`src/rtl/core/ehp_pkg.sv`:
```
// shared types, constants and decode tables for the e-ac-3 header parser
package ehp_pkg;

    localparam logic [15:0] SYNC_WORD      = 16'h0B77;
    localparam logic [12:0] MIN_FRAME      = 13'd7;
    localparam logic [19:0] TICKS_NUM      = 20'd720000;
    // ceil(2^24 / 3), exact for dividends below 2^23
    localparam logic [22:0] DIV3_MAGIC     = 23'd5592406;
    localparam int          DIV3_SHIFT     = 24;
    localparam int          Q_BITS         = 16;
    localparam int          DIV_STAGES     = Q_BITS;

    typedef enum logic [2:0] {
        ST_OK       = 3'd0,
        ST_BAD_SYNC = 3'd1,
        ST_BAD_TYPE = 3'd2,
        ST_SHORT    = 3'd3,
        ST_BAD_RATE = 3'd4
    } t_status;

    // fields that ride along the pipeline untouched
    typedef struct packed {
        t_status     status;
        logic [12:0] frame_size;
        logic [15:0] sample_rate;
        logic [2:0]  channel_count;
    } t_item;

    // block-count control for the bit-rate divide
    typedef struct packed {
        logic half;
        logic div3;
    } t_blk;

    function automatic logic [15:0] rate_of(input logic [1:0] code);
        logic [15:0] r;
        unique case (code)
            2'd0:    r = 16'd48000;
            2'd1:    r = 16'd44100;
            2'd2:    r = 16'd32000;
            default: r = 16'd0;
        endcase
        return r;
    endfunction

    function automatic logic [2:0] chan_of(input logic [2:0] acmod);
        logic [2:0] c;
        unique case (acmod)
            3'd0:    c = 3'd2;
            3'd1:    c = 3'd1;
            3'd2:    c = 3'd2;
            3'd3:    c = 3'd3;
            3'd4:    c = 3'd3;
            3'd5:    c = 3'd4;
            3'd6:    c = 3'd4;
            default: c = 3'd5;
        endcase
        return c;
    endfunction

endpackage

```
`src/rtl/core/eac3_header_parser_core.sv`:
```
// e-ac-3 syncframe header parser, top level
// pipeline: a request passes 1 decode stage, 3 bit-rate stages and 16 divider
//   stages for the duration before its result strobe
// throughput: one request per cycle; busy is never raised, the 16-stage
//   divider pipeline sets the latency but not the rate
// reset: synchronous active-low reset clears all in-flight valid bits
module eac3_header_parser_core import ehp_pkg::*; (
    input  logic        i_clk,
    input  logic        i_rst_n,
    input  logic        start,
    output logic        busy,
    input  logic [39:0] i_header_bits,
    output logic        o_strobe,
    output logic [2:0]  o_status,
    output logic [12:0] o_frame_size,
    output logic [15:0] o_sample_rate,
    output logic [22:0] o_bit_rate,
    output logic [2:0]  o_channel_count,
    output logic [15:0] o_frame_ticks
);

    // request taken whenever start is high, the pipeline never backs up
    logic        take;

    logic        dec_valid;
    t_item       dec_item;
    t_blk        dec_blk;

    logic        rate_valid;
    t_item       rate_item;
    logic [22:0] rate_bits;
    logic [31:0] rate_numer;

    logic              div_valid;
    t_item             div_item;
    logic [22:0]       div_rate;
    logic [Q_BITS-1:0] div_quot;

    logic        ok;

    assign busy = 1'b0;
    assign take = start && !busy;

    // sync, type, size and rate checks plus table lookups
    ehp_decode u_decode (
        .i_clk         (i_clk),
        .i_rst_n       (i_rst_n),
        .i_valid       (take),
        .i_header_bits (i_header_bits),
        .o_valid       (dec_valid),
        .o_item        (dec_item),
        .o_blk         (dec_blk)
    );

    // bit rate = frame_size * rate / (32 * blocks), thirds by reciprocal multiply
    ehp_rate u_rate (
        .i_clk      (i_clk),
        .i_rst_n    (i_rst_n),
        .i_valid    (dec_valid),
        .i_item     (dec_item),
        .i_blk      (dec_blk),
        .o_valid    (rate_valid),
        .o_item     (rate_item),
        .o_bit_rate (rate_bits),
        .o_numer    (rate_numer)
    );

    // ticks = frame_size * 720000 / bit rate; valid headers always fit 16 bits
    ehp_div u_div (
        .i_clk      (i_clk),
        .i_rst_n    (i_rst_n),
        .i_valid    (rate_valid),
        .i_item     (rate_item),
        .i_divisor  (rate_bits),
        .i_numer    (rate_numer),
        .o_valid    (div_valid),
        .o_item     (div_item),
        .o_bit_rate (div_rate),
        .o_quot     (div_quot)
    );

    // fields past frame size only mean something on a good header
    assign ok              = div_item.status == ST_OK;
    assign o_strobe        = div_valid;
    assign o_status        = div_item.status;
    assign o_frame_size    = div_item.frame_size;
    assign o_sample_rate   = ok ? div_item.sample_rate : '0;
    assign o_bit_rate      = ok ? div_rate : '0;
    assign o_channel_count = ok ? div_item.channel_count : '0;
    assign o_frame_ticks   = ok ? div_quot : '0;

endmodule

```
`src/rtl/core/ehp_decode.sv`:
```
// first stage: field split, checks and table decode
module ehp_decode import ehp_pkg::*; (
    input  logic        i_clk,
    input  logic        i_rst_n,
    input  logic        i_valid,
    input  logic [39:0] i_header_bits,
    output logic        o_valid,
    output t_item       o_item,
    output t_blk        o_blk
);

    logic        r_valid;
    t_item       r_item, n_item;
    t_blk        r_blk, n_blk;

    logic [15:0] sync;
    logic [1:0]  ftype, rcode, rcode2;
    logic [10:0] fcode;
    logic [2:0]  acmod;
    logic        lfe;
    logic [12:0] fsize;

    always_comb begin
        sync   = i_header_bits[39:24];
        ftype  = i_header_bits[23:22];
        fcode  = i_header_bits[18:8];
        rcode  = i_header_bits[7:6];
        rcode2 = i_header_bits[5:4];
        acmod  = i_header_bits[3:1];
        lfe    = i_header_bits[0];
        fsize  = {({1'b0, fcode} + 12'd1), 1'b0};

        n_item.frame_size    = fsize;
        n_item.channel_count = chan_of(acmod) + {2'b00, lfe};
        if (rcode == 2'd3) begin
            n_item.sample_rate = rate_of(rcode2) >> 1;
        end else begin
            n_item.sample_rate = rate_of(rcode);
        end
        n_blk.half = (rcode == 2'd3) || rcode2[0];
        n_blk.div3 = (rcode == 2'd3) || rcode2[1];

        priority if (sync != SYNC_WORD) begin
            n_item.status     = ST_BAD_SYNC;
            n_item.frame_size = '0;
        end else if (ftype == 2'd3) begin
            n_item.status = ST_BAD_TYPE;
        end else if (fsize < MIN_FRAME) begin
            n_item.status = ST_SHORT;
        end else if (rcode == 2'd3 && rcode2 == 2'd3) begin
            n_item.status = ST_BAD_RATE;
        end else begin
            n_item.status = ST_OK;
        end
    end

    always_ff @(posedge i_clk) begin
        if (!i_rst_n) begin
            r_valid <= 1'b0;
        end else begin
            r_valid <= i_valid;
        end
        r_item <= n_item;
        r_blk  <= n_blk;
    end

    assign o_valid = r_valid;
    assign o_item  = r_item;
    assign o_blk   = r_blk;

endmodule

```
`src/rtl/core/ehp_rate.sv`:
```
// three stages: products, shift and divide-by-three multiply, bit-rate select
module ehp_rate import ehp_pkg::*; (
    input  logic        i_clk,
    input  logic        i_rst_n,
    input  logic        i_valid,
    input  t_item       i_item,
    input  t_blk        i_blk,
    output logic        o_valid,
    output t_item       o_item,
    output logic [22:0] o_bit_rate,
    output logic [31:0] o_numer
);

    // stage a
    logic        r_a_valid;
    t_item       r_a_item;
    t_blk        r_a_blk;
    logic [28:0] r_a_prod, n_a_prod;
    logic [31:0] r_a_num, n_a_num;
    // stage b
    logic        r_b_valid;
    t_item       r_b_item;
    logic        r_b_div3;
    logic [22:0] r_b_x, n_b_x;
    logic [45:0] r_b_m, n_b_m;
    logic [31:0] r_b_num;
    // stage c
    logic        r_c_valid;
    t_item       r_c_item;
    logic [22:0] r_c_rate, n_c_rate;
    logic [31:0] r_c_num;

    always_comb begin
        n_a_prod = {16'd0, i_item.frame_size} * {13'd0, i_item.sample_rate};
        // 4096 * 720000 still fits 32 bits
        n_a_num  = {19'd0, i_item.frame_size} * {12'd0, TICKS_NUM};
        // divide by 32 or 64; valid products stay below 2^28
        n_b_x    = r_a_blk.half ? r_a_prod[28:6] : r_a_prod[27:5];
        n_b_m    = {23'd0, n_b_x} * {23'd0, DIV3_MAGIC};
        n_c_rate = r_b_div3 ? {1'b0, r_b_m[45:DIV3_SHIFT]} : r_b_x;
    end

    always_ff @(posedge i_clk) begin
        if (!i_rst_n) begin
            r_a_valid <= 1'b0;
            r_b_valid <= 1'b0;
            r_c_valid <= 1'b0;
        end else begin
            r_a_valid <= i_valid;
            r_b_valid <= r_a_valid;
            r_c_valid <= r_b_valid;
        end
        r_a_item <= i_item;
        r_a_blk  <= i_blk;
        r_a_prod <= n_a_prod;
        r_a_num  <= n_a_num;
        r_b_item <= r_a_item;
        r_b_div3 <= r_a_blk.div3;
        r_b_x    <= n_b_x;
        r_b_m    <= n_b_m;
        r_b_num  <= r_a_num;
        r_c_item <= r_b_item;
        r_c_rate <= n_c_rate;
        r_c_num  <= r_b_num;
    end

    assign o_valid    = r_c_valid;
    assign o_item     = r_c_item;
    assign o_bit_rate = r_c_rate;
    assign o_numer    = r_c_num;

endmodule

```
`src/rtl/core/ehp_div.sv`:
```
// pipelined restoring divider, one quotient bit per stage
module ehp_div import ehp_pkg::*; (
    input  logic              i_clk,
    input  logic              i_rst_n,
    input  logic              i_valid,
    input  t_item             i_item,
    input  logic [22:0]       i_divisor,
    input  logic [31:0]       i_numer,
    output logic              o_valid,
    output t_item             o_item,
    output logic [22:0]       o_bit_rate,
    output logic [Q_BITS-1:0] o_quot
);

    logic              r_valid [DIV_STAGES];
    t_item             r_item  [DIV_STAGES];
    logic [22:0]       r_div   [DIV_STAGES];
    logic [22:0]       r_rem   [DIV_STAGES];
    logic [Q_BITS-1:0] r_low   [DIV_STAGES];
    logic [Q_BITS-1:0] r_quot  [DIV_STAGES];

    genvar k;
    generate
        for (k = 0; k < DIV_STAGES; k++) begin : g_stage
            logic              a_valid;
            t_item             a_item;
            logic [22:0]       a_div, a_rem, n_rem;
            logic [Q_BITS-1:0] a_low, a_quot;
            logic [23:0]       t;
            logic              ge;

            if (k == 0) begin : g_first
                // quotient fits in Q_BITS, so the upper half is below the divisor
                assign a_valid = i_valid;
                assign a_item  = i_item;
                assign a_div   = i_divisor;
                assign a_rem   = {7'd0, i_numer[31:Q_BITS]};
                assign a_low   = i_numer[Q_BITS-1:0];
                assign a_quot  = '0;
            end else begin : g_next
                assign a_valid = r_valid[k-1];
                assign a_item  = r_item[k-1];
                assign a_div   = r_div[k-1];
                assign a_rem   = r_rem[k-1];
                assign a_low   = r_low[k-1];
                assign a_quot  = r_quot[k-1];
            end

            always_comb begin
                t     = {a_rem, a_low[Q_BITS-1]};
                ge    = t >= {1'b0, a_div};
                n_rem = ge ? 23'(t - {1'b0, a_div}) : t[22:0];
            end

            always_ff @(posedge i_clk) begin
                if (!i_rst_n) begin
                    r_valid[k] <= 1'b0;
                end else begin
                    r_valid[k] <= a_valid;
                end
                r_item[k] <= a_item;
                r_div[k]  <= a_div;
                r_rem[k]  <= n_rem;
                r_low[k]  <= {a_low[Q_BITS-2:0], 1'b0};
                r_quot[k] <= {a_quot[Q_BITS-2:0], ge};
            end
        end
    endgenerate

    assign o_valid    = r_valid[DIV_STAGES-1];
    assign o_item     = r_item[DIV_STAGES-1];
    assign o_bit_rate = r_div[DIV_STAGES-1];
    assign o_quot     = r_quot[DIV_STAGES-1];

endmodule

```
`config.mk`:
```
export PLATFORM = sky130hd
export DESIGN_NAME = eac3_header_parser_core
export DESIGN_NICKNAME = d
export VERILOG_FILES = /design/src/rtl/core/ehp_pkg.sv /design/src/rtl/core/eac3_header_parser_core.sv /design/src/rtl/core/ehp_decode.sv /design/src/rtl/core/ehp_rate.sv /design/src/rtl/core/ehp_div.sv
export SDC_FILE = /design/constraint.sdc
export NUM_CORES = 2
export LEC_CHECK = 0
export BUFFER_PORTS_ARGS = -buffer_cell sky130_fd_sc_hd__buf_2
export CAP_MARGIN = 20
export CORE_ASPECT_RATIO = 1.1
export CORE_MARGIN = 3
export CORE_UTILIZATION = 51
export DETAILED_ROUTE_END_ITERATION = 16
export GPL_ROUTABILITY_DRIVEN = 0
export GPL_TIMING_DRIVEN = 0
export HOLD_SLACK_MARGIN = 0.1
export PLACE_DENSITY = 0.69
export SKIP_LAST_GASP = 1
export SLEW_MARGIN = 30
export SYNTH_ARGS = -nofsm -noshare
export SYNTH_HDL_FRONTEND = slang
export SYNTH_HIERARCHICAL = 1
export SYNTH_SLANG_ARGS = --single-unit
```
`constraint.sdc`:
```
create_clock -name i_clk -period 6.5 [get_ports i_clk]
set_input_delay 0.975 -clock i_clk [delete_from_list [all_inputs] [get_ports i_clk]]
set_output_delay 0.975 -clock i_clk [all_outputs]
set_load 0.02 [all_outputs]
```
==> impl_summary.log <==
[metrics] outcome: complete, but fails checks
[metrics] violations in the final reports: negative setup slack
[metrics] standard-cell rows: 151
[metrics] critical path type: flip-flop to flip-flop
[metrics] CTS Root Cell: sky130_fd_sc_hd__clkbuf_16
[metrics] synthesis-to-finish area growth: 13.2%
[metrics] CP peak stage delay: roughly 0.57 ns
[metrics] Tot GR Track Use: 0.216
[metrics] crit end category: flip-flop
[metrics] via-per-instance ratio: around 5.2
[metrics] final setup violating endpoints: 15
[metrics] number of library cell types mapped by synthesis: just over 100
[metrics] biggest fanout along the worst timing path: 5
[metrics] clock input transition at the sequential cells of the worst setup and hold paths: roughly 0.06 ns
[metrics] type of the worst min-delay path: flip-flop to flip-flop
[metrics] total count of max-transition violations in the final report: 0
[metrics] Synth Area in Simple Gates: 0.0864
[metrics] Fin Hold WS: 0.312 ns
[metrics] predominant post-synthesis flop cell: sky130_fd_sc_hd__dfxtp_1
[metrics] cts bufs inserted: 176
[metrics] final count of hold timing violations: 0
[metrics] HPWL after DPL: 136 mm
[metrics] Post-Syn Instances: roughly 7.4k
[metrics] power density cells: around 470 nW/µm²
[metrics] Worst Clk Skew: ~0.037 ns
[metrics] flip-flop and latch count after synthesis: between 1.5k and 2k
[metrics] Worst Path Required: between 7 and 8 ns
[metrics] clk_lat worst skew: 0.79 ns
[metrics] DIE AREA: approximately 160000 µm²
[metrics] count of H-tree levels built during CTS: 4
[metrics] post-route worst setup slack: -0.537 ns
[metrics] TritonCTS clock tree: done
[metrics] number of iterations in the first detailed-routing pass: 5
[metrics] Static Leakage: approximately 40 nW
[metrics] final WL: 174 mm
[metrics] share of synthesized registers carrying an async set or reset: 0
[metrics] floorplan core area: 155000 µm²
[metrics] share of synthesized cell area in full adder, half adder and majority cells: 0.223
[metrics] Tcrit/Tclk final: 1.08
[metrics] CTS Buffer Depth: 3
[metrics] measured slew at the worst slew-check pin: around 0.88 ns
[metrics] number of fill cells in the layout: approximately 13k
[metrics] summed instance area of the synthesized netlist: around 80000 µm²
[metrics] number of warnings printed during yosys synthesis: 6
[metrics] pin count of the biggest net entering global routing: 18
[metrics] synthesized-area fraction occupied by ao, oa, aoi and oai cells: 0.105
[metrics] largest family of logic cells by synthesized area: adder cells
[metrics] CP max stage cell: sky130_fd_sc_hd__fa_1
[metrics] worst voltage drop across the vdd grid: roughly 280 µV
[metrics] global route overflow: 0
[metrics] crit path time final: between 7 and 8 ns
[metrics] Clock Sinks: between 1.5k and 2k
[metrics] share of cell area taken by muxes after synthesis: 0.0243
[metrics] layout cells sized above 1: 0.114
[metrics] parity-gate share of the synthesized area counting xor and xnor cells: 0.0391
[metrics] post-route ant nets: 0
[metrics] Port Buf Inserts: between 100 and 150
[metrics] setup repair after global routing missed its margin: true
[metrics] detailed-route via count: about 52k
[metrics] floorplan die width: ~380 µm
[metrics] arrival time at the worst endpoint: roughly 7.7 ns
[metrics] initial cell density of the core: 0.515
[metrics] count of flip-flops with a built-in enable after synthesis: 0
[metrics] Max transition margin: 0.414
[metrics] total of hold buffers inserted after clock tree synthesis: 0
[metrics] iteration-0 DRC count of the detailed router: about 2.7k
[metrics] DIE HEIGHT: 421 µm
[metrics] Critical Path Source Type: flip-flop
[metrics] number of remaining DRC errors: 0
[metrics] Routed WL per cell: between 15 and 20 µm
[metrics] first-pass GRT wire length: roughly 280 mm
[metrics] Layout Nets: 8962
[metrics] number of global-route vias before repair: between 50k and 60k
[metrics] cell with the most instances on the worst path: sky130_fd_sc_hd__fa_1
[metrics] maxcap violations: 0
[metrics] initial antenna violation count: 11
[metrics] count of boundary I/O pins: between 100 and 150
[metrics] Avg Cell Area, Syn: 10.8 µm²
[metrics] Overall Power: ~0.042 W
[metrics] most common cell after layout, fill and taps aside: sky130_fd_sc_hd__dfxtp_1
[metrics] part of the Yosys area used for sequential elements: 0.464
[metrics] leading cell types in the layout, fill and taps excluded: sky130_fd_sc_hd__dfxtp_1 (1835), sky130_fd_sc_hd__inv_1 (988), sky130_fd_sc_hd__ha_1 (734)
[metrics] peak clock frequency supported by timing: roughly 140 MHz
## Yosys cell counts (13+ instances only)
| cell | instances | area, µm² |
|---|---|---|
| sky130_fd_sc_hd__nor2_1 | 312 | 1170 |
| sky130_fd_sc_hd__a211oi_1 | 35 | 263 |
| sky130_fd_sc_hd__nor4b_2 | 22 | 330 |
| sky130_fd_sc_hd__nand2_1 | 428 | 1610 |
| sky130_fd_sc_hd__and2_1 | 114 | 713 |
| sky130_fd_sc_hd__nor3_1 | 54 | 270 |
| sky130_fd_sc_hd__nand2b_1 | 42 | 263 |
| sky130_fd_sc_hd__or3_1 | 20 | 125 |
| sky130_fd_sc_hd__and4_1 | 15 | 131 |
| sky130_fd_sc_hd__nand4_1 | 58 | 363 |
| sky130_fd_sc_hd__xor2_1 | 143 | 1250 |
| sky130_fd_sc_hd__nand3_1 | 82 | 410 |
| sky130_fd_sc_hd__or2_2 | 20 | 125 |
| sky130_fd_sc_hd__a221o_1 | 13 | 130 |
| sky130_fd_sc_hd__mux2i_1 | 24 | 240 |
| sky130_fd_sc_hd__dfxtp_1 | 1847 | 37000 |
| sky130_fd_sc_hd__o21ai_1 | 13 | 65.1 |
| sky130_fd_sc_hd__nor2b_1 | 55 | 344 |
| sky130_fd_sc_hd__ha_1 | 757 | 9470 |
| sky130_fd_sc_hd__clkbuf_1 | 89 | 334 |
| sky130_fd_sc_hd__buf_2 | 35 | 175 |
| sky130_fd_sc_hd__buf_4 | 23 | 173 |
| sky130_fd_sc_hd__o21ai_0 | 267 | 1340 |
| sky130_fd_sc_hd__mux2_2 | 141 | 1590 |
| sky130_fd_sc_hd__inv_1 | 1013 | 3800 |
| sky130_fd_sc_hd__o21bai_1 | 47 | 353 |
| sky130_fd_sc_hd__fa_1 | 415 | 8310 |
| sky130_fd_sc_hd__and3_1 | 31 | 194 |
| sky130_fd_sc_hd__a21oi_1 | 410 | 2050 |
| sky130_fd_sc_hd__a31oi_1 | 38 | 238 |
| sky130_fd_sc_hd__o31ai_1 | 30 | 225 |
| sky130_fd_sc_hd__xnor2_1 | 213 | 1870 |
| sky130_fd_sc_hd__o21a_1 | 51 | 383 |
| sky130_fd_sc_hd__nor4b_1 | 40 | 350 |
| sky130_fd_sc_hd__a21boi_0 | 18 | 135 |
| sky130_fd_sc_hd__a21o_1 | 204 | 1530 |
| sky130_fd_sc_hd__o211ai_1 | 24 | 180 |
## sequential cells by signal, indices dropped and copies added, names as in the netlist, 16 cells and up
signal and count:
u_rate/r_a_num 22, u_rate/o_numer 22, u_div/r_rem 345, u_rate/r_b_item 35, u_rate/o_item 35, u_rate/o_bit_rate 23, u_rate/r_b_num 22, u_div/r_quot 136
u_div/r_div 368, u_rate/r_a_prod 24, u_rate/r_b_x 23, u_div/r_low 120, u_div/r_valid 16, u_rate/r_b_m 22, u_div/r_item 560, u_decode/o_item 30
u_rate/r_a_item 35
## worst max-delay path: cells and delay by family (launching register included)
family | cells | cell delay, ns
flip-flops | 1 | 0.32
multiplexers | 1 | 0.32
buffers and inverters | 8 | 0.72
adder cells (fa/ha/maj) | 8 | 3.62
AO/OA/AOI/OAI | 6 | 1.44
AND/OR/NAND/NOR | 3 | 0.48
## layer usage
layer	vias to the layer above	track usage	wire, µm
met3	424	0.0333	8500
met2	1424	0.384	86300
li1	25200	-	-
met5	-	0	0
met4	0	0.103	8500
met1	24500	0.255	70600
## worst paths after layout
check,start,endpoint,slack [ns],cells past startpoint
min,u_div/r_low[1][53],u_div/r_low[1][68],0.31,0
min reg2reg,u_div/r_low[1][53],u_div/r_low[1][68],0.31,0
max,u_rate/r_a_blk[1],u_rate/r_b_m[45],-0.54,26
max reg2reg,u_rate/r_a_blk[1],u_rate/r_b_m[45],-0.54,26
## power breakdown
group	switching [W]	internal, W
registers	0.00118	0.0136
clock network	0.00424	0.00612
logic	0.00961	0.00762
## stage by stage
step | utilization | cells | setup WS [ns] | area (µm²) | TNS [ns]
5_1_grt | 0.584 | 9949 | -0.731 | 90200 | -8.47
3_5_place_dp | 0.539 | 9573 | -1.10 | 83200 | -16.26
4_1_cts | 0.582 | 9934 | -0.422 | 89900 | -4.12
3_3_place_gp | 0.538 | 9566 | -0.987 | 83100 | -14.43
2_1_floorplan | - | 7387 | 0.000904 | 80000 | 0
6_report | 0.584 | 9951 | -0.537 | 90200 | -5.26
## cell type report
cell class	count	area, µm²	share of cell area
antenna	2	5.00	0.0000555
buffer	154	822	0.00912
clock buffer	228	4910	0.0545
clock inverter	87	1110	0.0123
inverter	1015	3840	0.0426
multi-input combinational	4366	38800	0.430
sequential	1847	37000	0.410
tap	2065	2580	0.0286
timing repair buffer	187	1140	0.0127
## repair_timing
action	CTS	global route
endpoints found under the setup margin	28	23
resized for setup	65	42
cloned	1	0
setup buffers	46	19
pin swaps	38	49
## logic make-up after synthesis
family,Yosys count
fa+ha+maj,1172
other cells,3
flops,1847
mux,172
xor+xnor,356
simple gates,1350
compound gates,1304
buf+inv,1174
(Power assumes the default switching activity.)
